[config.mk]
export PLATFORM = sky130hd
export DESIGN_NAME = bcf_queue
export DESIGN_NICKNAME = d
export VERILOG_FILES = /design/src/design/bcf_pkg.sv /design/src/design/bcf_queue.sv
export SDC_FILE = /design/constraint.sdc
export NUM_CORES = 1
export LEC_CHECK = 0
export ABC_AREA = 1
export BUFFER_PORTS_ARGS = -buffer_cell sky130_fd_sc_hd__buf_4
export CAP_MARGIN = 20
export CORE_ASPECT_RATIO = 0.75
export CORE_MARGIN = 2
export CORE_UTILIZATION = 56
export CTS_BUF_LIST = sky130_fd_sc_hd__clkbuf_4 sky130_fd_sc_hd__clkbuf_8 sky130_fd_sc_hd__clkbuf_16
export CTS_CLUSTER_SIZE = 12
export DETAILED_ROUTE_END_ITERATION = 8
export GPL_TIMING_DRIVEN = 0
export PLACE_DENSITY_LB_ADDON = 0.25
export SYNTH_ARGS = -nofsm -noshare
export SYNTH_HDL_FRONTEND = slang
export SYNTH_SLANG_ARGS = --single-unit
[constraint.sdc]
create_clock -name clk -period 14.3 [get_ports clk]
set_input_delay 0.715 -clock clk [delete_from_list [all_inputs] [get_ports clk]]
set_output_delay 0.715 -clock clk [all_outputs]
set_load 0.02 [all_outputs]
[src/design/bcf_pkg.sv]
// Shared types, codes and constants of the box containment filter.
`default_nettype none

package bcf_pkg;

	localparam int COORD_W    = 16;
	localparam int AREA_W     = 32;
	localparam int ASPECT_W   = 8;
	localparam int ASP_PROD_W = COORD_W + ASPECT_W;
	localparam int CMD_W      = 2;
	localparam int STATUS_W   = 3;
	localparam int KIND_W     = 2;
	localparam int CNT_OUT_W  = 7;
	localparam int CFG_IDX_W  = 8;
	localparam int CFG_DATA_W = 16;

	localparam logic [CMD_W-1:0] CMD_OFFER  = 2'd0;
	localparam logic [CMD_W-1:0] CMD_READ   = 2'd1;
	localparam logic [CMD_W-1:0] CMD_CLEAR  = 2'd2;
	localparam logic [CMD_W-1:0] CMD_UNUSED = 2'd3;

	localparam logic [STATUS_W-1:0] STAT_ACCEPTED  = 3'd0;
	localparam logic [STATUS_W-1:0] STAT_SMALL     = 3'd1;
	localparam logic [STATUS_W-1:0] STAT_ASPECT    = 3'd2;
	localparam logic [STATUS_W-1:0] STAT_CONTAINED = 3'd3;
	localparam logic [STATUS_W-1:0] STAT_FULL      = 3'd4;
	localparam logic [STATUS_W-1:0] STAT_ENTRY     = 3'd5;
	localparam logic [STATUS_W-1:0] STAT_CLEARED   = 3'd6;

	localparam logic [KIND_W-1:0] KIND_OFFER  = 2'd0;
	localparam logic [KIND_W-1:0] KIND_READ   = 2'd1;
	localparam logic [KIND_W-1:0] KIND_CLEAR  = 2'd2;
	localparam logic [KIND_W-1:0] KIND_REJECT = 2'd3;

	localparam logic [CFG_IDX_W-1:0] REG_MIN_AREA   = 8'd0;
	localparam logic [CFG_IDX_W-1:0] REG_MAX_ASPECT = 8'd1;

	localparam logic [COORD_W-1:0]  MIN_AREA_RST   = 16'd25;
	localparam logic [ASPECT_W-1:0] MAX_ASPECT_RST = 8'd25;

	localparam int QUEUE_DEPTH = 2;
	localparam int QUEUE_PTR_W = $clog2(QUEUE_DEPTH);

	typedef struct packed {
		logic [COORD_W-1:0] height;
		logic [COORD_W-1:0] width;
		logic [COORD_W-1:0] y;
		logic [COORD_W-1:0] x;
	} box_t;

	typedef struct packed {
		logic [KIND_W-1:0]   kind;
		logic [STATUS_W-1:0] status;
		box_t                box;
		logic [AREA_W-1:0]   area;
	} job_t;

endpackage

`default_nettype wire

[src/design/bcf_queue.sv]
// Short job queue between the front end and the table engine.
`default_nettype none

module bcf_queue (
	input  wire logic          clk,
	input  wire logic          arst_n,
	input  wire bcf_pkg::job_t push_job,
	input  wire logic          push_valid,
	output logic               push_ready,
	output bcf_pkg::job_t      pop_job,
	output logic               pop_valid,
	input  wire logic          pop_ready
);

	bcf_pkg::job_t                  entry_q [bcf_pkg::QUEUE_DEPTH];
	logic [bcf_pkg::QUEUE_PTR_W-1:0] wr_ptr_q;
	logic [bcf_pkg::QUEUE_PTR_W-1:0] rd_ptr_q;
	logic [bcf_pkg::QUEUE_PTR_W:0]   fill_q;
	logic                            push;
	logic                            pop;

	assign push_ready = (fill_q != (bcf_pkg::QUEUE_PTR_W + 1)'(bcf_pkg::QUEUE_DEPTH));
	assign pop_valid  = (fill_q != '0);
	assign pop_job    = entry_q[rd_ptr_q];
	assign push       = push_valid && push_ready;
	assign pop        = pop_valid && pop_ready;

	always_ff @(posedge clk or negedge arst_n) begin
		if (!arst_n) begin
			wr_ptr_q <= '0;
			rd_ptr_q <= '0;
			fill_q   <= '0;
		end else begin
			if (push) begin
				wr_ptr_q <= wr_ptr_q + 1'b1;
			end
			if (pop) begin
				rd_ptr_q <= rd_ptr_q + 1'b1;
			end
			if (push && !pop) begin
				fill_q <= fill_q + 1'b1;
			end else if (pop && !push) begin
				fill_q <= fill_q - 1'b1;
			end
		end
	end

	always_ff @(posedge clk) begin
		if (push) begin
			entry_q[wr_ptr_q] <= push_job;
		end
	end

endmodule

`default_nettype wire

## Yosys cells after proc, flatten, opt, wreduce, memory -nomap -nowiden

Memories as Yosys holds them, arrays and structs flattened.
Index checks and enable logic that the tools add are counted.

- Register bits: 4
- Latch bits: 0
- Bits in writable memories: 202
- Bits in read-only memories: 0
- Input port bits: 105
- Logic and storage cells: 21
- Memories: 1

Memories:

| memory | depth | bits a word | read ports | clocked after Yosys merged registers in | wr ports | line | RTL |
|---|---|---|---|---|---|---|---|
| entry_q | 2 | 101 | 1 | 0 | 1 | bcf_queue.sv:15 | `bcf_pkg::job_t entry_q [bcf_pkg::QUEUE_DEPTH];` |

- Add/subtract/negate cells: 4
- Multiply operators: 0
- Divide/modulo/power cells: 0
- Magnitude comparators: 0
- Equality and inequality tests: 1
- Shifts and indexed selects: 0
- Multiplexer cells: 4
- Bitwise gates (word level): 0
- Reductions and logical operators: 8

Operator list:

| cell | number |
|---|---|
| $logic_and A1 B1 Y1 | 4 |
| $mux W2 | 2 |
| $reduce_bool A2 Y1 | 2 |
| $add A1 B1 Y1 const B | 2 |
| $add A2 B1 Y2 const B | 1 |
| $logic_not A1 Y1 | 2 |
| $mux W1 | 2 |
| $ne A2 B2 Y1 const B | 1 |
| $sub A2 B1 Y2 const B | 1 |

## Logic depth before layout (Yosys ltp)

Gate-level depths: netlist (run 1).

- Depth after elaboration: 6
- Gate-level depth with buffers: 10

## Worst setup path after synthesis (run 1)

No wires, ideal clock.

- Path kind: input port to flip-flop
- Start: in push_valid
- End: mem entry_q[0][0] (netlist bit), enable pin
- Library setup time: 0.562 ns
- Arrival: 5.035 ns
- Slack: 8.703 ns
- Stages: 2
- Buffers on the path: 0
- Path through: nand2_1 > nor2_1

- Longest elaborated chain between the ends: 3

Ends and longest elaborated chain:

| what | line | RTL |
|---|---|---|
| start, declared | bcf_queue.sv:8 | `input wire logic push_valid,` |
| $logic_and A1 B1 Y1 | bcf_queue.sv:25 | `assign push = push_valid && push_ready;` |
| $mux W1 | bcf_queue.sv:49 | `if (push) begin` |
| $mux W1 (not written as such) | bcf_queue.sv:50 | `entry_q[wr_ptr_q] <= push_job;` |
| end, declared | bcf_queue.sv:15 |  |

Every way passes these cells.

==> flow_metrics.tcl, run 1 <==
set metrics [dict create \
    outcome "finished clean" \
    setup_tns_ns 0 \
    hpwlAfterDp_mm 10.7 \
    rows 36 \
    hold_ws_ns 0.0136 \
    grt_max_degree 34 \
    crit_fanout 10 \
    maxCapViolCount 0 \
    syn_to_final_growth_pct 32.8 \
    muxShareOfSynthArea 0 \
    ant_nets 0 \
    hold_viol 0 \
    grt-ovfl-total 0 \
    grt_pass1_vias 4844 \
    layout-drive-gt1-share 0.325 \
    dr.pass1.iters 5 \
    crit_start "rd_ptr_q$_DFFE_PN0P_" \
    synth-simple-area-share 0.159 \
    grtUsageTotal 0.213 \
    power.leakage_uw 0.00431 \
    fin_util 0.765 \
    synth_nets 662 \
    layout_min_cycle_time_ns 2.56 \
    r2r-start "fill_q[0]$_DFFE_PN0P_" \
    synth_fa_ha_area_frac 0.00166 \
    final_cell_mix "nand2_1, buf_4, edfxtp_1" \
    final_common_cell "nand2_1" \
    nets 898 \
    wire_per_inst_um 16.1 \
    n_fill_cell 787 \
    core-area_mm2 0.0131 \
    die-area_mm2 0.0144 \
    vias 4789 \
    crit_path_end "pop_job[0]" \
    start_util 0.576 \
    synth_top_area_frac 0.806 \
    synth_top_family_by_area "simple AND/OR/NAND/NOR gates" \
    cts_max_path_buffers 3 \
    n_antenna_cell 0 \
    r2r_cells 6 \
    gp_congestion 0.742 \
    worstPathArrival_ns 1.84 \
    cts.repair.resized 0 \
    final_area_mm2 0.00999 \
    port_buffers 207 \
    period_share 0.179 \
    fmax_mhz 391 \
    cts_tree "built" \
    ys_ff_latch 206 \
    clk_latency_ns 0.48 \
    cts_max_level 1 \
    regArea_mm2 0.00617 \
    synth_xor_area_frac 0.00233 \
    avgViaCountPerCell 4.95 \
    synth-compound-area-share 0 \
    boundaryPins 208 \
    cts_sinks 206 \
    relSlewSlack 0.523 \
    yosysWarnings 0 \
    cts_setup_buffers 0 \
    cts-root-buf "clkbuf_16" \
    placed_area_mm2 0.00943 \
    skew_ns 0.0147 \
    cts_hold_buf 0 \
    cts_buffers 21 \
    die_w_um 138 \
    avgSynthCellArea_um2 13.5 \
    power.density_mw_per_mm2 219 \
    setup_viol 0 \
    cp.required_ns 13.59 \
    multi_input_area_mm2 0.00124 \
    endpoint_kind "primary output" \
    setup.worst_path.class "reg2out" \
    yosysUniqueCellTypes 13 \
    yosysSeqAreaShare 0.819 \
    r2r_slack_ns 12.13 \
    vdd_drop_max_uv 142 \
    clkTransAtPathRegs_ns 0.06 \
    synth_area_leader_cell "edfxtp_1" \
    maxSlewViolCount 0 \
    grt_pass1_wl_mm 23.3 \
    worst_pin_slew_ns 0.713 \
    rsz0062_at_grt "no" \
    netlist_instances 556 \
    hold_path_class "in2async" \
    routed_wl_mm 15.6 \
    dieHeight_um 104 \
    synthTopCellsByArea "edfxtp_1, nand2_1, dfrtp_1" \
    antenna_found_initial 0 \
    rr_endpoint "entry_q[1][11]$_DFFE_PP_" \
    critPathLaunchType "register" \
    drt_iter0_markers 260 \
    syn_area_mm2 0.00753 \
    drc 0 \
]
logic make-up after synthesis:
logic type | Yosys count
DFF | 206
and+or+nand+nor | 318
buffers and inverters | 29
adders and majority gates | 1
xor gates and xnor gates | 2
sequential cells by signal (all words and copies together), names as in the netlist:
register	flops
fill_q	2
rd_ptr_q	1
entry_q	202
wr_ptr_q	1
worst min path at each step:
stage	to	slack, ns	depth (start not counted)
final	fill_q[0]$_DFFE_PN0P_	0.01	1
after detailed placement	fill_q[0]$_DFFE_PN0P_	0.50	1
after global routing	fill_q[0]$_DFFE_PN0P_	0.002	1
after floorplan	fill_q[0]$_DFFE_PN0P_	0.42	0
after CTS	fill_q[0]$_DFFE_PN0P_	0.005	1
after global placement	fill_q[1]$_DFFE_PN0P_	0.48	2
cell usage after synthesis:
cell type and n:
xnor2_1 1, inv_2 1, nand3_1 2, ha_1 1
nor2_1 2, nand4_1 1, nand2_1 313, xor2_1 1
dfrtp_1 4, edfxtp_1 202, clkbuf_1 3, buf_2 19
inv_1 6
worst max-delay path, cell delays in order, from the launching register on:
cell and delay [ns]:
dfrtp_1 0.42, inv_2 0.07, buf_2 0.26, buf_2 0.28, nand2_1 0.07, nand2_1 0.10, buf_4 0.15
where the power goes:
part	internal (uW)	switching [uW]
registers	824	34.1
clock network	266	198
logic	315	554
total	1410	786
routing by layer:
layer | global-route usage | part of all wire | up-vias | routed length [um]
li1 | - | - | 2337 | -
met1 | 0.263 | 0.40 | 2234 | 6160
met2 | 0.371 | 0.50 | 194 | 7830
met3 | 0.0609 | 0.084 | 24 | 1310
met4 | 0.0481 | 0.017 | 0 | 268
met5 | 0 | 0 | - | 0
cell type report:
type                            count  share of cell area
Sequential cell                   206               0.617
Timing Repair Buffer              213               0.168
Multi-Input combinational cell    321               0.124
Clock buffer                       23              0.0541
Tap cell                          171              0.0214
Buffer                             22              0.0106
Inverter                            7             0.00263
Clock inverter                      5             0.00238
per-stage QoR:
step / worst slack [ns] / std cells / total power (uW)
global placement: 6.53 / 934 / 1730
detailed placement: 11.87 / 940 / 1740
global route: 11.62 / 968 / 2300
floorplan: 8.70 / 556 / 1360
finish: 11.74 / 968 / 2190
CTS: 11.71 / 968 / 2210
Power figures use the tool's default switching activity.
==> inputs of run 2 (changes only) <==
CORE_UTILIZATION = 52   (was 56)
clock period = 2.5 ns   (was 14.3 ns; I/O delays follow)
==> run 2 against run 1 <==
Critical path type is now reg2reg. Core utilization up 1.4 points. Die area is 7.4% higher. Clock-buffer cell count up 6. Critical path depth did not move. Wire length grew 14%. Sequential share of layout area fell by 6.4 points. Flip-flop and latch count unchanged. Largest cell class unchanged. Clock power rose to 6.0 times the previous value. Sequential power increased to 5.7 times the previous value.
==> flow_metrics.tcl, run 2 (synthesis results as in run 1) <==
set metrics [dict create \
    outcome "finished clean" \
    relSlewSlack 0.383 \
    fmax_mhz 471 \
    cts_max_level 1 \
    wire_per_inst_um 16.1 \
    final_cell_mix "nand2_1, buf_4, edfxtp_1" \
    wl_met3_mm 1.37 \
    rows 38 \
    clkTransAtPathRegs_ns 0.06 \
    r2r_slack_ns 0.37 \
    cts_tree "built" \
    routed_wl_mm 17.8 \
    port_buffers 207 \
    final_common_cell "nand2_1" \
    syn_to_final_growth_pct 48.2 \
    dr.pass1.iters 4 \
    worst_pin_slew_ns 0.924 \
    cts_buffers 21 \
    finalNonFillerCells 1105 \
    clk_latency_ns 0.49 \
    place_inst 969 \
    layout-drive-gt1-share 0.296 \
    crit_path_end "entry_q[0][39]$_DFFE_PP_" \
    multi_input_area_mm2 0.00126 \
    period_share 0.850 \
    largest_reg_flops 202 \
    regArea_mm2 0.00617 \
    hold_path_class "in2reg" \
    worstPathArrival_ns 2.32 \
    power.density_mw_per_mm2 1160 \
    antenna_found_initial 0 \
    endpoint_kind "register" \
    met1Wirelength_mm 7.02 \
    n_antenna_cell 0 \
    cts_sinks 206 \
    wl_met2_mm 8.92 \
    drc 0 \
    cts.repair.resized 0 \
    nets 1003 \
    skew_ns 0.00734 \
    dieHeight_um 108 \
    cp.required_ns 2.69 \
    maxSlewViolCount 0 \
    die-area_mm2 0.0155 \
    crit_fanout 28 \
    grt_max_degree 34 \
    cts_max_path_buffers 3 \
    top_regs "entry_q x202, fill_q x2" \
    avgViaCountPerCell 4.81 \
    top_layer "met4" \
    r2r_cells 6 \
    setup.worst_path.class "reg2reg" \
    die_w_um 143 \
    cts-root-buf "clkbuf_16" \
    n_fill_cell 816 \
    grt_pass1_vias 5478 \
    crit_start "fill_q[0]$_DFFE_PN0P_" \
    grt-ovfl-total 0 \
    grt_pass1_wl_mm 26.6 \
    power.leakage_uw 0.00479 \
    hpwlAfterDp_mm 10.7 \
    fin_util 0.779 \
    start_util 0.526 \
    maxCapViolCount 0 \
    drt_iter0_markers 310 \
    core-area_mm2 0.0143 \
    hold_viol 0 \
    r2r-start "fill_q[0]$_DFFE_PN0P_" \
    top_register "entry_q" \
    setup_viol 0 \
    hold_path_depth 2 \
    vdd_drop_max_uv 883 \
    rr_endpoint "entry_q[0][39]$_DFFE_PP_" \
    boundaryPins 208 \
    grtUsageTotal 0.224 \
    ant_nets 0 \
    gp_congestion 0.757 \
    critPathLaunchType "register" \
    vias 5319 \
    layout_min_cycle_time_ns 2.13 \
    rsz0062_at_grt "no" \
]
[run 2: changes by cell type in the layout (fill, tap and decap cells not counted), sizes merged]
cell	before	now
clkbuf	26	32
clkinv	4	1
dlygate4sd3	0	105
[run 2: worst min path at each step]
stage                       from                        to  slack, ns
CTS                 push_job[72]  entry_q[1][72]$_DFFE_PP_       0.34
floorplan                 arst_n     fill_q[0]$_DFFE_PN0P_      -0.17
global placement          arst_n      rd_ptr_q$_DFFE_PN0P_      -0.08
global route        push_job[19]  entry_q[0][19]$_DFFE_PP_       0.35
detailed placement        arst_n      rd_ptr_q$_DFFE_PN0P_      -0.07
finish              push_job[19]  entry_q[0][19]$_DFFE_PP_       0.37
[run 2: final cells by class]
type                            instances  share of cell area
Clock buffer                           29              0.0525
Clock inverter                          2             0.00112
Buffer                                 22             0.00954
Sequential cell                       206               0.553
Timing Repair Buffer                  318               0.246
Inverter                                7             0.00236
Multi-Input combinational cell        321               0.113
Tap cell                              200              0.0224
[run 2: worst max-delay path, cell delays in order (launching register included)]
cell and delay, ns:
dfrtp_1 0.39, inv_2 0.07, nand2_4 0.08, nand2_4 0.07, nor2_4 0.72, buf_16 0.26
buf_16 0.18
[run 2: stage by stage]
stage               hold WS, ns  TNS (ns)  area [um2]  setup slack [ns]  power, uW
floorplan                -0.171     -9.02        7560           -0.0547       7740
global placement        -0.0775   -146.78        9360            -0.739       9790
global route              0.354         0       11200             0.227      13600
finish                    0.366         0       11200             0.375      13000
CTS                       0.344         0       11200             0.321      13000
detailed placement      -0.0750         0        9500             0.350      10000
[run 2: repair_timing]
action | in CTS | in global routing
hold buffers | 105 | 0
endpoints found under the hold margin | 208 | 0
buffers inserted | 0 | 0
[run 2: layer usage]
| layer | vias up | GRT usage |
|---|---|---|
| li1 | 2557 | - |
| met1 | 2505 | 0.274 |
| met2 | 218 | 0.395 |
| met3 | 39 | 0.0562 |
| met4 | 0 | 0.0743 |
| met5 | - | 0 |
[run 2: where the power goes]
group          switching, uW  internal, uW
clock                   1180          1620
sequential               201          4720
combinational           3300          1940
total                   4670          8280
