===== config.mk =====
export PLATFORM = sky130hd
export DESIGN_NAME = bcf_front_flat
export DESIGN_NICKNAME = d
export VERILOG_FILES = /design/src/design/bcf_pkg.sv /design/src/design/bcf_ifs.sv /design/src/design/bcf_front.sv /design/src/flat_wrapper.sv
export SDC_FILE = /design/constraint.sdc
export NUM_CORES = 1
export LEC_CHECK = 0
export ABC_AREA = 1
export BUFFER_PORTS_ARGS = -buffer_cell sky130_fd_sc_hd__buf_2
export CELL_PAD_IN_SITES_DETAIL_PLACEMENT = 0
export CELL_PAD_IN_SITES_GLOBAL_PLACEMENT = 1
export CORE_ASPECT_RATIO = 0.6
export CORE_MARGIN = 1
export CORE_UTILIZATION = 40
export DETAILED_ROUTE_END_ITERATION = 7
export PLACE_DENSITY = 0.84
export SLEW_MARGIN = 20
export SYNTH_ARGS = -nofsm -noshare
export SYNTH_HDL_FRONTEND = slang
export SYNTH_SLANG_ARGS = --single-unit

===== constraint.sdc =====
create_clock -name clk -period 5.56 [get_ports clk]
set_clock_uncertainty 0.15 [all_clocks]
set_input_delay 0.278 -clock clk [delete_from_list [all_inputs] [get_ports clk]]
set_output_delay 0.278 -clock clk [all_outputs]
set_load 0.05 [all_outputs]

===== src/design/bcf_pkg.sv =====
// Shared types, codes and constants of the box containment filter.
`default_nettype none

package bcf_pkg;

	localparam int COORD_W    = 16;
	localparam int AREA_W     = 32;
	localparam int ASPECT_W   = 8;
	localparam int ASP_PROD_W = COORD_W + ASPECT_W;
	localparam int CMD_W      = 2;
	localparam int STATUS_W   = 3;
	localparam int KIND_W     = 2;
	localparam int CNT_OUT_W  = 7;
	localparam int CFG_IDX_W  = 8;
	localparam int CFG_DATA_W = 16;

	localparam logic [CMD_W-1:0] CMD_OFFER  = 2'd0;
	localparam logic [CMD_W-1:0] CMD_READ   = 2'd1;
	localparam logic [CMD_W-1:0] CMD_CLEAR  = 2'd2;
	localparam logic [CMD_W-1:0] CMD_UNUSED = 2'd3;

	localparam logic [STATUS_W-1:0] STAT_ACCEPTED  = 3'd0;
	localparam logic [STATUS_W-1:0] STAT_SMALL     = 3'd1;
	localparam logic [STATUS_W-1:0] STAT_ASPECT    = 3'd2;
	localparam logic [STATUS_W-1:0] STAT_CONTAINED = 3'd3;
	localparam logic [STATUS_W-1:0] STAT_FULL      = 3'd4;
	localparam logic [STATUS_W-1:0] STAT_ENTRY     = 3'd5;
	localparam logic [STATUS_W-1:0] STAT_CLEARED   = 3'd6;

	localparam logic [KIND_W-1:0] KIND_OFFER  = 2'd0;
	localparam logic [KIND_W-1:0] KIND_READ   = 2'd1;
	localparam logic [KIND_W-1:0] KIND_CLEAR  = 2'd2;
	localparam logic [KIND_W-1:0] KIND_REJECT = 2'd3;

	localparam logic [CFG_IDX_W-1:0] REG_MIN_AREA   = 8'd0;
	localparam logic [CFG_IDX_W-1:0] REG_MAX_ASPECT = 8'd1;

	localparam logic [COORD_W-1:0]  MIN_AREA_RST   = 16'd25;
	localparam logic [ASPECT_W-1:0] MAX_ASPECT_RST = 8'd25;

	localparam int QUEUE_DEPTH = 2;
	localparam int QUEUE_PTR_W = $clog2(QUEUE_DEPTH);

	typedef struct packed {
		logic [COORD_W-1:0] height;
		logic [COORD_W-1:0] width;
		logic [COORD_W-1:0] y;
		logic [COORD_W-1:0] x;
	} box_t;

	typedef struct packed {
		logic [KIND_W-1:0]   kind;
		logic [STATUS_W-1:0] status;
		box_t                box;
		logic [AREA_W-1:0]   area;
	} job_t;

endpackage

`default_nettype wire


===== src/design/bcf_ifs.sv =====
// Request, result and configuration channel interfaces of the box containment filter.
`default_nettype none

interface bcf_req_if;
	logic                          valid;
	logic                          ready;
	logic [bcf_pkg::CMD_W-1:0]     command;
	logic [bcf_pkg::COORD_W-1:0]   box_x;
	logic [bcf_pkg::COORD_W-1:0]   box_y;
	logic [bcf_pkg::COORD_W-1:0]   box_width;
	logic [bcf_pkg::COORD_W-1:0]   box_height;

	modport source(output valid, command, box_x, box_y, box_width, box_height, input ready);
	modport sink(input valid, command, box_x, box_y, box_width, box_height, output ready);
endinterface


interface bcf_cfg_if;
	logic                           valid;
	logic                           ready;
	logic [bcf_pkg::CFG_IDX_W-1:0]  index;
	logic [bcf_pkg::CFG_DATA_W-1:0] data;

	modport source(output valid, index, data, input ready);
	modport sink(input valid, index, data, output ready);
endinterface

`default_nettype wire


===== src/design/bcf_front.sv =====
// Front end: takes requests and registers, computes area and aspect, classifies each request.
`default_nettype none

module bcf_front (
	input  wire logic    clk,
	input  wire logic    arst_n,
	bcf_req_if.sink      req,
	bcf_cfg_if.sink      cfg,
	output bcf_pkg::job_t job,
	output logic         job_valid,
	input  wire logic    job_ready
);

	logic [bcf_pkg::COORD_W-1:0]    min_area_q;
	logic [bcf_pkg::ASPECT_W-1:0]   max_aspect_q;

	logic                           v_s1;
	logic [bcf_pkg::CMD_W-1:0]      cmd_s1;
	bcf_pkg::box_t                  box_s1;

	logic                           v_s2;
	logic [bcf_pkg::CMD_W-1:0]      cmd_s2;
	bcf_pkg::box_t                  box_s2;
	logic [bcf_pkg::AREA_W-1:0]     area_s2;
	logic [bcf_pkg::ASP_PROD_W-1:0] asp_h_s2;
	logic [bcf_pkg::ASP_PROD_W-1:0] asp_w_s2;

	logic [bcf_pkg::AREA_W-1:0]     area_d;
	logic [bcf_pkg::ASP_PROD_W-1:0] asp_h_d;
	logic [bcf_pkg::ASP_PROD_W-1:0] asp_w_d;
	logic                           s2_take;
	logic                           s2_free;
	logic                           s1_move;
	logic                           bad_aspect;

	assign cfg.ready = 1'b1;

	always_ff @(posedge clk or negedge arst_n) begin
		if (!arst_n) begin
			min_area_q   <= bcf_pkg::MIN_AREA_RST;
			max_aspect_q <= bcf_pkg::MAX_ASPECT_RST;
		end else if (cfg.valid) begin
			unique case (cfg.index)
				bcf_pkg::REG_MIN_AREA:   min_area_q   <= cfg.data[bcf_pkg::COORD_W-1:0];
				bcf_pkg::REG_MAX_ASPECT: max_aspect_q <= cfg.data[bcf_pkg::ASPECT_W-1:0];
				default: begin
				end
			endcase
		end
	end

	assign s2_take   = v_s2 && (job_ready || (cmd_s2 == bcf_pkg::CMD_UNUSED));
	assign s2_free   = !v_s2 || s2_take;
	assign s1_move   = v_s1 && s2_free;
	assign req.ready = !v_s1 || s2_free;
	assign job_valid = v_s2 && (cmd_s2 != bcf_pkg::CMD_UNUSED);

	assign area_d  = bcf_pkg::AREA_W'(box_s1.width) * bcf_pkg::AREA_W'(box_s1.height);
	assign asp_h_d = bcf_pkg::ASP_PROD_W'(max_aspect_q) * bcf_pkg::ASP_PROD_W'(box_s1.height);
	assign asp_w_d = bcf_pkg::ASP_PROD_W'(max_aspect_q) * bcf_pkg::ASP_PROD_W'(box_s1.width);

	always_ff @(posedge clk or negedge arst_n) begin
		if (!arst_n) begin
			v_s1 <= 1'b0;
			v_s2 <= 1'b0;
		end else begin
			if (req.valid && req.ready) begin
				v_s1 <= 1'b1;
			end else if (s1_move) begin
				v_s1 <= 1'b0;
			end
			if (s1_move) begin
				v_s2 <= 1'b1;
			end else if (s2_take) begin
				v_s2 <= 1'b0;
			end
		end
	end

	always_ff @(posedge clk) begin
		if (req.valid && req.ready) begin
			cmd_s1        <= req.command;
			box_s1.x      <= req.box_x;
			box_s1.y      <= req.box_y;
			box_s1.width  <= req.box_width;
			box_s1.height <= req.box_height;
		end
		if (s1_move) begin
			cmd_s2   <= cmd_s1;
			box_s2   <= box_s1;
			area_s2  <= area_d;
			asp_h_s2 <= asp_h_d;
			asp_w_s2 <= asp_w_d;
		end
	end

	always_comb begin
		if (box_s2.width > box_s2.height) begin
			bad_aspect = !(bcf_pkg::ASP_PROD_W'(box_s2.width) < asp_h_s2);
		end else begin
			bad_aspect = !(asp_w_s2 > bcf_pkg::ASP_PROD_W'(box_s2.height));
		end
	end

	always_comb begin
		job.box    = box_s2;
		job.area   = area_s2;
		job.status = bcf_pkg::STAT_ACCEPTED;
		job.kind   = bcf_pkg::KIND_OFFER;
		unique case (cmd_s2)
			bcf_pkg::CMD_READ: begin
				job.kind = bcf_pkg::KIND_READ;
			end
			bcf_pkg::CMD_CLEAR: begin
				job.kind = bcf_pkg::KIND_CLEAR;
			end
			bcf_pkg::CMD_OFFER: begin
				if (area_s2 <= bcf_pkg::AREA_W'(min_area_q)) begin
					job.kind   = bcf_pkg::KIND_REJECT;
					job.status = bcf_pkg::STAT_SMALL;
				end else if (bad_aspect) begin
					job.kind   = bcf_pkg::KIND_REJECT;
					job.status = bcf_pkg::STAT_ASPECT;
				end
			end
			default: begin
			end
		endcase
	end

endmodule

`default_nettype wire


===== src/flat_wrapper.sv =====
// flat-port wrapper written by rule: the top's interface ports become plain ports
module bcf_front_flat 
  (clk, arst_n, job, job_valid, job_ready, req_valid, req_command, req_box_x, req_box_y, req_box_width, req_box_height, req_ready, cfg_valid, cfg_index, cfg_data, cfg_ready);
  bcf_req_if req_i ();
  bcf_cfg_if cfg_i ();
  input  wire logic clk;
  input  wire logic arst_n;
  output bcf_pkg::job_t job;
  output logic job_valid;
  input  wire logic job_ready;
  input wire logic [$bits(req_i.valid)-1:0] req_valid;
  input wire logic [$bits(req_i.command)-1:0] req_command;
  input wire logic [$bits(req_i.box_x)-1:0] req_box_x;
  input wire logic [$bits(req_i.box_y)-1:0] req_box_y;
  input wire logic [$bits(req_i.box_width)-1:0] req_box_width;
  input wire logic [$bits(req_i.box_height)-1:0] req_box_height;
  output wire logic [$bits(req_i.ready)-1:0] req_ready;
  input wire logic [$bits(cfg_i.valid)-1:0] cfg_valid;
  input wire logic [$bits(cfg_i.index)-1:0] cfg_index;
  input wire logic [$bits(cfg_i.data)-1:0] cfg_data;
  output wire logic [$bits(cfg_i.ready)-1:0] cfg_ready;
  assign req_i.valid = req_valid;
  assign req_i.command = req_command;
  assign req_i.box_x = req_box_x;
  assign req_i.box_y = req_box_y;
  assign req_i.box_width = req_box_width;
  assign req_i.box_height = req_box_height;
  assign req_ready = req_i.ready;
  assign cfg_i.valid = cfg_valid;
  assign cfg_i.index = cfg_index;
  assign cfg_i.data = cfg_data;
  assign cfg_ready = cfg_i.ready;
  bcf_front u_core (.clk(clk), .arst_n(arst_n), .req(req_i), .cfg(cfg_i), .job(job), .job_valid(job_valid), .job_ready(job_ready));
endmodule

-- Word-level counts from Yosys, hierarchy flattened
Index checks and enable logic that the tools add are counted.
W data, S select, Z words.
- output and inout port bits: 104
- word-level logic and storage cells: 55
- input port bits: 95
- flip-flop bits (word level): 238
- $mul: 3
- reduce and logical (&&, ||, !) cells: 17
- magnitude comparators: 4
- multiplexer cells: 9
- equal/unequal tests: 5
- operators by type and width (cell ; count):
    $mul A8 B16 Y24 ; 2
    $le A32 B16 Y1 ; 1
    $mul A16 B16 Y32 ; 1
    $gt A24 B16 Y1 ; 1
    $lt A16 B24 Y1 ; 1
    $gt A16 B16 Y1 ; 1
    $mux W5 ; 2
    $eq A8 B1 Y1 const B ; 1
    $logic_not A8 Y1 ; 1
    $pmux W2 S3 ; 1
    $mux W1 ; 5
    $eq A2 B2 Y1 const B ; 2
    $logic_and A1 B1 Y1 ; 4
    $logic_not A1 Y1 ; 4
    $reduce_and A2 Y1 ; 2
    $reduce_bool A2 Y1 ; 2
    $logic_or A1 B1 Y1 ; 3
    $mux W3 ; 1
    $eq A2 B1 Y1 const B ; 1
    $logic_not A2 Y1 ; 1
    $ne A2 B2 Y1 const B ; 1

-- Depth between registers and ports, before layout
Gate-level depths: netlist of run 1.
- word-level depth: 7
- gate-level depth with buffers: 26
- mapped depth without buffers: 25

-- Least setup slack after synthesis of run 1
Ideal clock, no wire load.
- path kind: register to register
- from: register u_core.box_s1[37] (netlist bit)
- to: register u_core.area_s2[31] (netlist bit) (data pin)
- setup time: 0.252 ns
- stages on the path, launching flop included: 23
- data required time: 5.158 ns
- arrival time: 5.180 ns
- clock period less this slack: 5.582 ns
- path buffers: 1
- path slack: -0.022 ns
- cell sequence: edfxtp_1 clkbuf_1 nand2_1 fa_1 inv_1 fa_1 fa_1 fa_1 fa_1 inv_1 fa_1 inv_1 ha_1 nand2_1 nand2_1 a21boi_1 nor2_1 nor2_1 nor2_1 nor2_1 nand2_1 nand2_1 nand2_1
- longest elaborated chain between the ends: 1
- RTL lines (what ; line ; RTL):
    start: declaration ; bcf_front.sv:19 ; bcf_pkg::box_t box_s1;
    $mul A16 B16 Y32 ; bcf_front.sv:58 ; assign area_d = bcf_pkg::AREA_W'(box_s1.width) * bcf_pkg::AREA_W'(box_s1.height);
    net u_core.area_d, one bit ; bcf_front.sv:28 ; logic [bcf_pkg::AREA_W-1:0] area_d;
    end signal: assignment ; bcf_front.sv:91 ; area_s2 <= area_d;
    end: declaration ; bcf_front.sv:24 ; logic [bcf_pkg::AREA_W-1:0] area_s2;
The timed path passes the listed nets, and every way through them passes these cells.
A chain may end at the register's enable or synchronous reset.

-- Final worst setup path of run 1
- from: register u_core.box_s1[52] (netlist bit)
- to: register u_core.area_s2[25] (netlist bit) (data pin)
Same word-level chain as after synthesis.

==> reports/metrics.csv, run 1 <==
metric,value,unit
path_common_cell,fa_1,
synth_flop_cell,edfxtp_1,
grt_usage,21.9,%
fin_nets,4099,
cts_buffers,26,
antenna_left,0,
htree_levels,1,
tightest_slew,1.16,ns
min_period,5.52,ns
rsz0062_at_grt,true,
routed_via_density,4.84,
final_layout_size_suffix_gt1_share,20.2,%
clk_pin_slew,0.07,ns
core-area,64900,um^2
antenna_found_initial,2,
grt_pass1_wl,114,mm
cp-start-kind,flip-flop,
hold_violations,0,
grt_pass1_vias,20400,
fin_crit_sh,99.3,%
slew_violations,0,
slew_headroom,22.5,%
grt_max_degree,147,
start_util,40.7,%
netlist_area,26400,um^2
yosys_warnings,0,
synthToLayoutAreaGrowth,23.9,%
hpwl,58.1,mm
max_cap_viol_count,0,
clock_sinks,238,
dieArea,67000,um^2
cts_root_buf,clkbuf_16,
synth_cell_types,50,
setup.worst_path.end_class,flip-flop,
globalplace.congestion,0.909,
cts_tree,done,
num_antenna_cells,0,
drt-total-wl,72.4,mm
clock_path_buffers,3,
setup_viol_count_final,0,
critical_path_class,reg -> reg,
synth_edf_count,212,
cpMaxStageDelayCell,fa_1,
synth_top_cell_by_area,fa_1,
io_pins,199,
timing.hold.ws,0.0603,ns
worstPathBufferInverterCount,8,
grt_overflow,0,
crit_chain,clkbuf_16 > nand2_1 > inv_1 > fa_1 > inv_1 > fa_1 > inv_1 > fa_1 > fa_2 > fa_1 > inv_1 > fa_1 > inv_2 > ha_4 > buf_8 > nand2_8 > nor2_4 > inv_2 > nor3_4 > nand3_2 > nand3_2 > xor2_1,
status,"complete, no violations",
yosysSeqAreaShare,26.6,%
num_vias,20600,
synth_cells,2943,
port-buffer-count,196,
clock_latency,0.60,ns
syn_nets,3655,
crit_arrival,5.78,ns
ys_seq_elements,238,
die_h,201,um
drc,0,
synth-async-reset-ratio,10.9,%
critPathTopFamily,adder cells,
synth_area_per_cell,8.97,um^2
fmax,0.181,GHz
synth.area.top_cells,"fa_1 27%, edfxtp_1 24%, ha_1 12%",
drtIter0Drc,1588,
required,5.82,ns
critPathMaxFanout,5,
hold_path_class,in -> reg,
cp_slowest_stage_delay,0.52,ns
die_x,334,um
first_pass_iters,5,
std_cell_rows,72,
wl_per_cell,17.0,um
yosysTopAreaCellShare,27.5,%
## layer usage
metal  up-vias  share of wire (%)  wire length [um]  GRT usage, %
met5         -                  0                 0             0
met2       745                 39             28600          30.1
li1       9774                  -                 -             -
met4         0                1.2               847          2.80
met3        57                 10              7540          6.25
met1     10000                 49             35400          34.4
## state kept, by name, indices dropped and copies added, names as in the netlist
name	count
u_core.max_aspect_q	8
u_core.job	64
u_core.cmd_s2	2
u_core.min_area_q	16
u_core.area_s2	32
u_core.box_s1	64
u_core.v_s1	1
u_core.v_s2	1
u_core.cmd_s1	2
u_core.asp_h_s2	24
u_core.asp_w_s2	24
## layout by cell type (no fill, tap or decap), types with 14 or more instances in the layout
cell and count:
inv_1 701, nand2_1 712, buf_2 196, nand2_2 31, xnor2_1 22, buf_6 27, dfrtp_1 20, edfxtp_1 212
fa_2 14, nor2_1 86, nand3_1 47, xor2_1 40, dlygate4sd3_1 88, clkbuf_16 27, fa_1 348, a21oi_1 84
ha_4 21, inv_2 35, ha_1 232, buf_4 192, o21ai_1 27, nand4_1 19, o21ai_0 22, nor2_2 15
## worst reg2reg max path: stages, from the launching register on
cell	delay (ns)
edfxtp_1	0.48
clkbuf_16	0.21
nand2_1	0.06
inv_1	0.05
fa_1	0.47
inv_1	0.05
fa_1	0.52
inv_1	0.05
fa_1	0.48
fa_2	0.49
fa_1	0.49
inv_1	0.05
fa_1	0.49
inv_2	0.05
ha_4	0.29
buf_8	0.13
nand2_8	0.06
nor2_4	0.12
inv_2	0.07
nor3_4	0.17
nand3_2	0.12
nand3_2	0.10
xor2_1	0.18
## area by class of cell
class | instances | area, um^2
Clock buffer | 28 | 658
Clock inverter | 20 | 256
Fill cell | 5986 | 32200
Inverter | 738 | 2780
Multi-Input combinational cell | 1865 | 17000
Sequential cell | 238 | 7020
Tap cell | 851 | 1060
Timing Repair Buffer | 518 | 3920
## cell families (layout without fill, tap and decap cells)
family	Yosys count	count (layout)	synth area share [%]
buffers and inverters	840	1304	12.0
other	2	2	0.0285
and+or+nand+nor	976	976	15.2
xor gates and xnor gates	63	63	2.12
adders and majority gates	617	617	39.6
AOI/OAI and AO/OA	207	207	4.50
DFF	238	238	26.6
## path summary, 6_finish.rpt
path	from	endpoint	slack, ns	cells after the start
setup reg to reg	u_core.box_s1[52]$_DFFE_PP_	u_core.area_s2[25]$_DFFE_PP_	0.04	22
max in group asynchronous	arst_n	u_core.min_area_q[1]$_DFFE_PN0P_	4.67	2
hold reg to reg	u_core.box_s1[0]$_DFFE_PP_	u_core.job[32]$_DFFE_PP_	0.25	0
hold / removal	cfg_index[3]	u_core.max_aspect_q[3]$_DFFE_PN1P_	0.06	4
setup / recovery	u_core.box_s1[52]$_DFFE_PP_	u_core.area_s2[25]$_DFFE_PP_	0.04	22
min in group asynchronous	arst_n	u_core.min_area_q[14]$_DFFE_PN0P_	0.13	2
## synthesized netlist by cell type (all sizes together), types with 15 or more instances
| master | number |
|---|---|
| a21oi | 103 |
| clkbuf | 96 |
| dfrtp | 20 |
| edfxtp | 212 |
| fa | 362 |
| ha | 255 |
| inv | 738 |
| nand2 | 754 |
| nand3 | 57 |
| nand4 | 19 |
| nor2 | 111 |
| nor3 | 15 |
| o21ai | 64 |
| xnor2 | 22 |
| xor2 | 41 |
## per-stage QoR
| stage | area [um^2] | utilization [%] | setup slack, ns | std cells | setup TNS, ns |
|---|---|---|---|---|---|
| finish | 32700 | 50.4 | 0.0387 | 4258 | 0 |
| global route | 32700 | 50.4 | -0.126 | 4258 | -0.880 |
| CTS | 32000 | 49.4 | -0.00149 | 4245 | -0.00149 |
| detailed placement | 29700 | 45.9 | -0.233 | 4095 | -2.29 |
| global placement | 29700 | 45.9 | -0.195 | 4095 | -1.49 |
| floorplan | 26400 | - | 0.00230 | 2943 | 0 |
## what timing repair did
item                                    CTS  global route
hold buffers                             88             0
endpoints found under the hold margin   118             0
gates cloned                              2             0
gates resized for setup                  78           149
pin swaps                                64            70
buffers inserted                         12            15
endpoints found under the setup margin   20            21
Power of run 1 is not shown: default switching activity piles up to over one toggle a cycle in this logic, so the estimate is an artifact.
==> run 2: changes to the inputs <==
- BUFFER_PORTS_ARGS: -buffer_cell sky130_fd_sc_hd__buf_2 -> -buffer_cell sky130_fd_sc_hd__buf_4
==> run 2 against run 1 <==
  * The flow now finishes with violations (setup timing)
  * Sequential share of layout area shrank 0.28 points
  * Hold slack lost 0.051 ns
  * Worst setup slack lost 0.058 ns
  * Register-to-register slack lost 0.06 ns
  * Non-clock buffer count shrank 6
  * Via count shrank 0.26%
  * Critical path depth is the same
  * Die area is the same
  * Routed wire length shrank 0.30%
  * Clock-buffer cell count grew 3
  * Flip-flop and latch count is the same
  * Critical path type unchanged
==> reports/metrics.csv, run 2 (synthesis results as in run 1) <==
metric,value,unit,change
max_cap_viol_count,0,,unchanged
regArea,7020,um^2,unchanged
grt_pass1_vias,20400,,-0.044%
cts_tree,done,,
pre_cts_ws,-0.246,ns,-0.0130 ns
violations,setup timing,,
fin_nets,4093,,-0.15%
die_h,201,um,unchanged
drtIter0Drc,1561,,-1.7%
rsz0062_at_grt,true,,
cts_root_buf,clkbuf_16,,
globalplace.congestion,0.931,,+2.3%
min_period,5.58,ns,+0.0580 ns
final_layout_size_suffix_gt1_share,20.6,%,+0.33 points
required,5.74,ns,-0.08 ns
slew_violations,0,,unchanged
io_pins,199,,unchanged
hpwl,58.3,mm,+0.39%
clk_pin_slew,0.07,ns,about the same
dpl-instance-area,30200,um^2,+1.6%
antenna_left,0,,unchanged
die_x,334,um,unchanged
slew_headroom,51.5,%,+29 points
hold_path_class,in -> async,,
grt_overflow,0,,unchanged
crit_arrival,5.75,ns,-0.03 ns
first_pass_iters,8,,+3
synthToLayoutAreaGrowth,25.6,%,
fillerInstances,5987,,+0.017%
std_cell_rows,72,,unchanged
drc,0,,unchanged
status,"complete, but fails checks",,
cp-start-kind,flip-flop,,
antenna_found_initial,2,,unchanged
fin_crit_sh,100,%,+1.0 points
grt_max_degree,91,,-38%
htree_levels,1,,unchanged
grt_pass1_wl,114,mm,+0.22%
layout_commonest_cell,nand2_1,,
clock_path_buffers,3,,unchanged
clock_sinks,238,,unchanged
setup.worst_path.end_class,flip-flop,,
drt-total-wl,72.2,mm,-0.30%
most-common-layout-cells,"706 x nand2_1, 699 x inv_1, 386 x buf_4",,
setup_viol_count_final,2,,+2
port-buffer-count,196,,unchanged
routed_via_density,4.83,,-0.14%
grt_usage,21.8,%,-0.082 points
setup_ws,-0.0194,ns,-0.0580 ns
cts_buffers,26,,unchanged
wl_per_cell,17.0,um,-0.19%
multi_input_area,17100,um^2,+0.24%
fmax,0.179,GHz,-1.0%
critPathMaxFanout,4,,-1
hold_violations,0,,unchanged
core-area,64900,um^2,unchanged
critical_path_class,reg -> reg,,
fin_area,33100,um^2,+1.3%
dieArea,67000,um^2,unchanged
tightest_slew,0.725,ns,-0.437 ns
num_vias,20600,,-0.26%
clock_latency,0.58,ns,-0.02 ns
start_util,40.7,%,unchanged
-- run 2: area by class of cell --
class                   instances  area share [%]
flip-flops and latches        238            21.2
diodes                          1         0.00755
repair buffers                512            13.1
clock buffers                  31            2.02
clock inverters                17           0.642
inverters                     738            8.39
multi-input cells            1865            51.5
well taps                     851            3.21
-- run 2: worst max-delay path: stages, from the launching register on --
cell and delay (ns):
edfxtp_1 0.49, buf_4 0.20, nand2_1 0.05, inv_1 0.05, fa_1 0.51, inv_1 0.05
fa_1 0.47, inv_1 0.05, fa_1 0.54, fa_2 0.45, fa_1 0.52, inv_2 0.04
fa_1 0.51, inv_2 0.05, ha_4 0.28, buf_6 0.13, nand2_8 0.07, nor2_4 0.12
inv_4 0.05, nor3_4 0.25, nand3_2 0.11, nand3_2 0.12, xor2_1 0.07
-- run 2: per-layer routing --
layer	GRT usage, %	share of wire (%)	up-vias
li1	-	-	9769
met1	34.3	49	10000
met2	29.9	40	699
met3	6.74	11	41
met4	1.94	0.79	0
met5	0	0	-
-- run 2: final timing paths --
kind / from / to / slack (ns) / cells past startpoint
setup / recovery: u_core.box_s1[59]$_DFFE_PP_ / u_core.area_s2[25]$_DFFE_PP_ / -0.02 / 22
max in group asynchronous: arst_n / u_core.min_area_q[4]$_DFFE_PN1P_ / 4.93 / 2
hold / removal: arst_n / u_core.min_area_q[13]$_DFFE_PN0P_ / 0.01 / 2
setup reg to reg: u_core.box_s1[59]$_DFFE_PP_ / u_core.area_s2[25]$_DFFE_PP_ / -0.02 / 22
hold reg to reg: u_core.box_s1[13]$_DFFE_PP_ / u_core.job[45]$_DFFE_PP_ / 0.27 / 0
min in group clk: cfg_index[0] / u_core.max_aspect_q[4]$_DFFE_PN1P_ / 0.03 / 4
-- run 2: timing repair --
item / in CTS / in global routing
setup endpoints to repair: 20 / 22
resized for setup: 102 / 146
gates cloned: 1 / 0
endpoints found under the hold margin: 118 / 0
setup buffers: 20 / 13
pin swaps: 65 / 89
hold buffers: 87 / 0
-- run 2: metrics by stage --
stage	cells	util, %	hold slack [ns]	setup TNS [ns]
after floorplan	2943	-	-0.168	0
after global placement	4087	46.6	0.0670	-1.35
after detailed placement	4087	46.6	0.0703	-2.38
after CTS	4242	50.3	0.00421	-0.0269
after global routing	4252	51.1	0.0462	-0.954
final	4253	51.1	0.00956	-0.0350
Power of run 2 is left out for the same reason.
==> run 3: changes to the inputs <==
- REMOVE_ABC_BUFFERS: default -> 1
==> run 3 against run 2 <==
  * The flow still finishes with violations (setup timing)
  * Routed wire length down 3.2%
  * Sequential share of layout area up 0.41 points
  * Flip-flop and latch count unchanged
  * Critical path type unchanged
  * Utilization down 0.98 points
  * First-iteration DRC count down 13%
  * Cell area down 1.9%
  * Critical path depth down 2
==> reports/metrics.csv, run 3 (synthesis results as in run 1) <==
metric,value,unit,change
grt_pass1_vias,19800,,-2.8%
routed_via_density,4.76,,-1.6%
grt_pass1_wl,112,mm,-2.4%
hold_violations,0,,unchanged
max_cap_viol_count,0,,unchanged
critPathMaxFanout,7,,+3
die_x,334,um,unchanged
synthToLayoutAreaGrowth,23.2,%,
setup_viol_count_final,6,,+4
p_leak,16.8,nW,
drc,0,,unchanged
core-area,64900,um^2,unchanged
dieArea,67000,um^2,unchanged
drt-total-wl,69.9,mm,-3.2%
cts_tree,done,,
hold_path_class,in -> async,,
cts_buffers,28,,+7.7%
die_h,201,um,unchanged
first_pass_iters,5,,-3
num_antenna_cells,0,,-1
layout_commonest_cell,inv_1,,
grt_usage,21.2,%,-0.63 points
globalplace.congestion,0.899,,-3.4%
vdd_drop_max,1450,uV,
most-common-layout-cells,"728 x inv_1, 726 x nand2_1, 361 x buf_4",,
cp_slowest_stage_delay,0.54,ns,about the same
slew_violations,0,,unchanged
tightest_slew,0.904,ns,+0.179 ns
fin_crit_sh,102,%,+1.6 points
fin_area,32500,um^2,-1.9%
grt_overflow,0,,unchanged
antenna_found_initial,0,,-2
cts_root_buf,clkbuf_16,,
crit_chain,buf_4 > buf_4 > nand2_1 > inv_1 > fa_1 > inv_1 > fa_1 > inv_1 > fa_1 > fa_1 > fa_1 > ha_1 > ha_1 > nand2_1 > nor2_1 > nand2_1 > nor4_4 > nand2_1 > nand2_1 > xor2_1,,
grt_max_degree,85,,-6.6%
setup_ws,-0.108,ns,-0.0885 ns
crit_arrival,5.86,ns,+0.11 ns
min_period,5.67,ns,+0.0885 ns
wl_per_cell,16.5,um,-2.5%
cp-start-kind,flip-flop,,
worstPathBufferInverterCount,5,,-3
port-buffer-count,196,,unchanged
clock_path_buffers,3,,unchanged
violations,setup timing,,
clock_latency,0.61,ns,+0.03 ns
startpoint,u_core.box_s1[59]$_DFFE_PP_,,
rsz0062_at_grt,true,,
io_pins,199,,unchanged
htree_levels,1,,unchanged
clk_pin_slew,0.08,ns,about the same
required,5.75,ns,about the same
timing.hold.ws,0.0710,ns,+0.0614 ns
num_vias,20100,,-2.2%
hpwl,55.6,mm,-4.6%
start_util,40.7,%,unchanged
final_layout_size_suffix_gt1_share,16.9,%,-3.6 points
antenna_left,0,,unchanged
setup.worst_path.end_class,flip-flop,,
slew_headroom,39.7,%,-12 points
dpl-instance-area,29900,um^2,-0.90%
power-per-cell-area,671,nW/um^2,
cpMaxStageDelayCell,edfxtp_1,,
std_cell_rows,72,,unchanged
fmax,0.176,GHz,-1.6%
fillerInstances,6008,,+0.35%
drtIter0Drc,1351,,-13%
critical_path_class,reg -> reg,,
fin_nets,4065,,-0.68%
status,"complete, but fails checks",,
critPathTopFamily,adder cells,,
clock_sinks,238,,unchanged
r2r_start,u_core.box_s1[59]$_DFFE_PP_,,
-- run 3: changes by cell type in the layout (fill, tap and decap cells not counted), sizes merged --
cell         before  now
buf             425  388
bufinv            3    2
clkbuf           31   28
clkinv           10   12
clkinvlp          0    4
diode             1    0
dlygate4sd3      87   94
inv             742  744
-- run 3: tightest hold or removal path, cell delays in order --
cell and delay [ns]:
dlygate4sd3_1 0.52, buf_4 0.19, buf_12 0.19
-- run 3: power breakdown --
group          switching, mW  internal [mW]  leakage (nW)
logic                   9.56           7.32          13.9
registers              0.215           2.76          2.36
clock network          0.908           1.04         0.452
total                   10.7           11.1          16.8
-- run 3: layout make-up --
type / count / area [um^2] / share of cell area, %
Multi-Input combinational cell: 1865 / 16600 / 51.2
Sequential cell: 238 / 7020 / 21.6
Timing Repair Buffer: 482 / 4060 / 12.5
Inverter: 738 / 2780 / 8.54
Tap cell: 851 / 1060 / 3.28
Clock buffer: 28 / 701 / 2.16
Clock inverter: 24 / 238 / 0.731
-- run 3: layer usage --
layer | routed length, um | vias to the layer above | global-route usage [%]
met1 | 36200 | 9712 | 35.1
met5 | 0 | - | 0
li1 | - | 9715 | -
met3 | 5340 | 43 | 3.56
met2 | 27500 | 625 | 28.8
met4 | 833 | 0 | 2.88
-- run 3: path summary, 6_finish.rpt --
kind / endpoint / slack (ns) / cells after the start
min: u_core.max_aspect_q[5]$_DFFE_PN0P_ / 0.07 / 3
max reg2reg: u_core.area_s2[30]$_DFFE_PP_ / -0.11 / 20
max: u_core.area_s2[30]$_DFFE_PP_ / -0.11 / 20
min in group clk: u_core.box_s1[48]$_DFFE_PP_ / 0.23 / 2
min reg2reg: u_core.job[38]$_DFFE_PP_ / 0.26 / 0
max in group asynchronous: u_core.min_area_q[12]$_DFFE_PN0P_ / 5.02 / 3
-- run 3: metrics by stage --
step	cells	setup slack [ns]	setup TNS (ns)	util (%)	total power, mW
2_1_floorplan	2841	-0.0565	-0.0926	-	11.3
3_3_place_gp	4059	-0.180	-1.02	46.2	16.9
3_5_place_dp	4059	-0.139	-1.60	46.2	16.9
4_1_cts	4218	-0.00351	-0.00553	49.6	20.2
5_1_grt	4226	-0.217	-3.07	50.1	23.6
6_report	4226	-0.108	-0.310	50.1	21.8
-- run 3: timing repair --
item	4_1_cts	5_1_grt
pin swaps	16	13
hold endpoints to repair	118	0
buffers inserted	12	8
resized for setup	43	66
endpoints found under the setup margin	20	21
hold buffers	95	0
No activity file was read; power rests on OpenSTA's default activity.
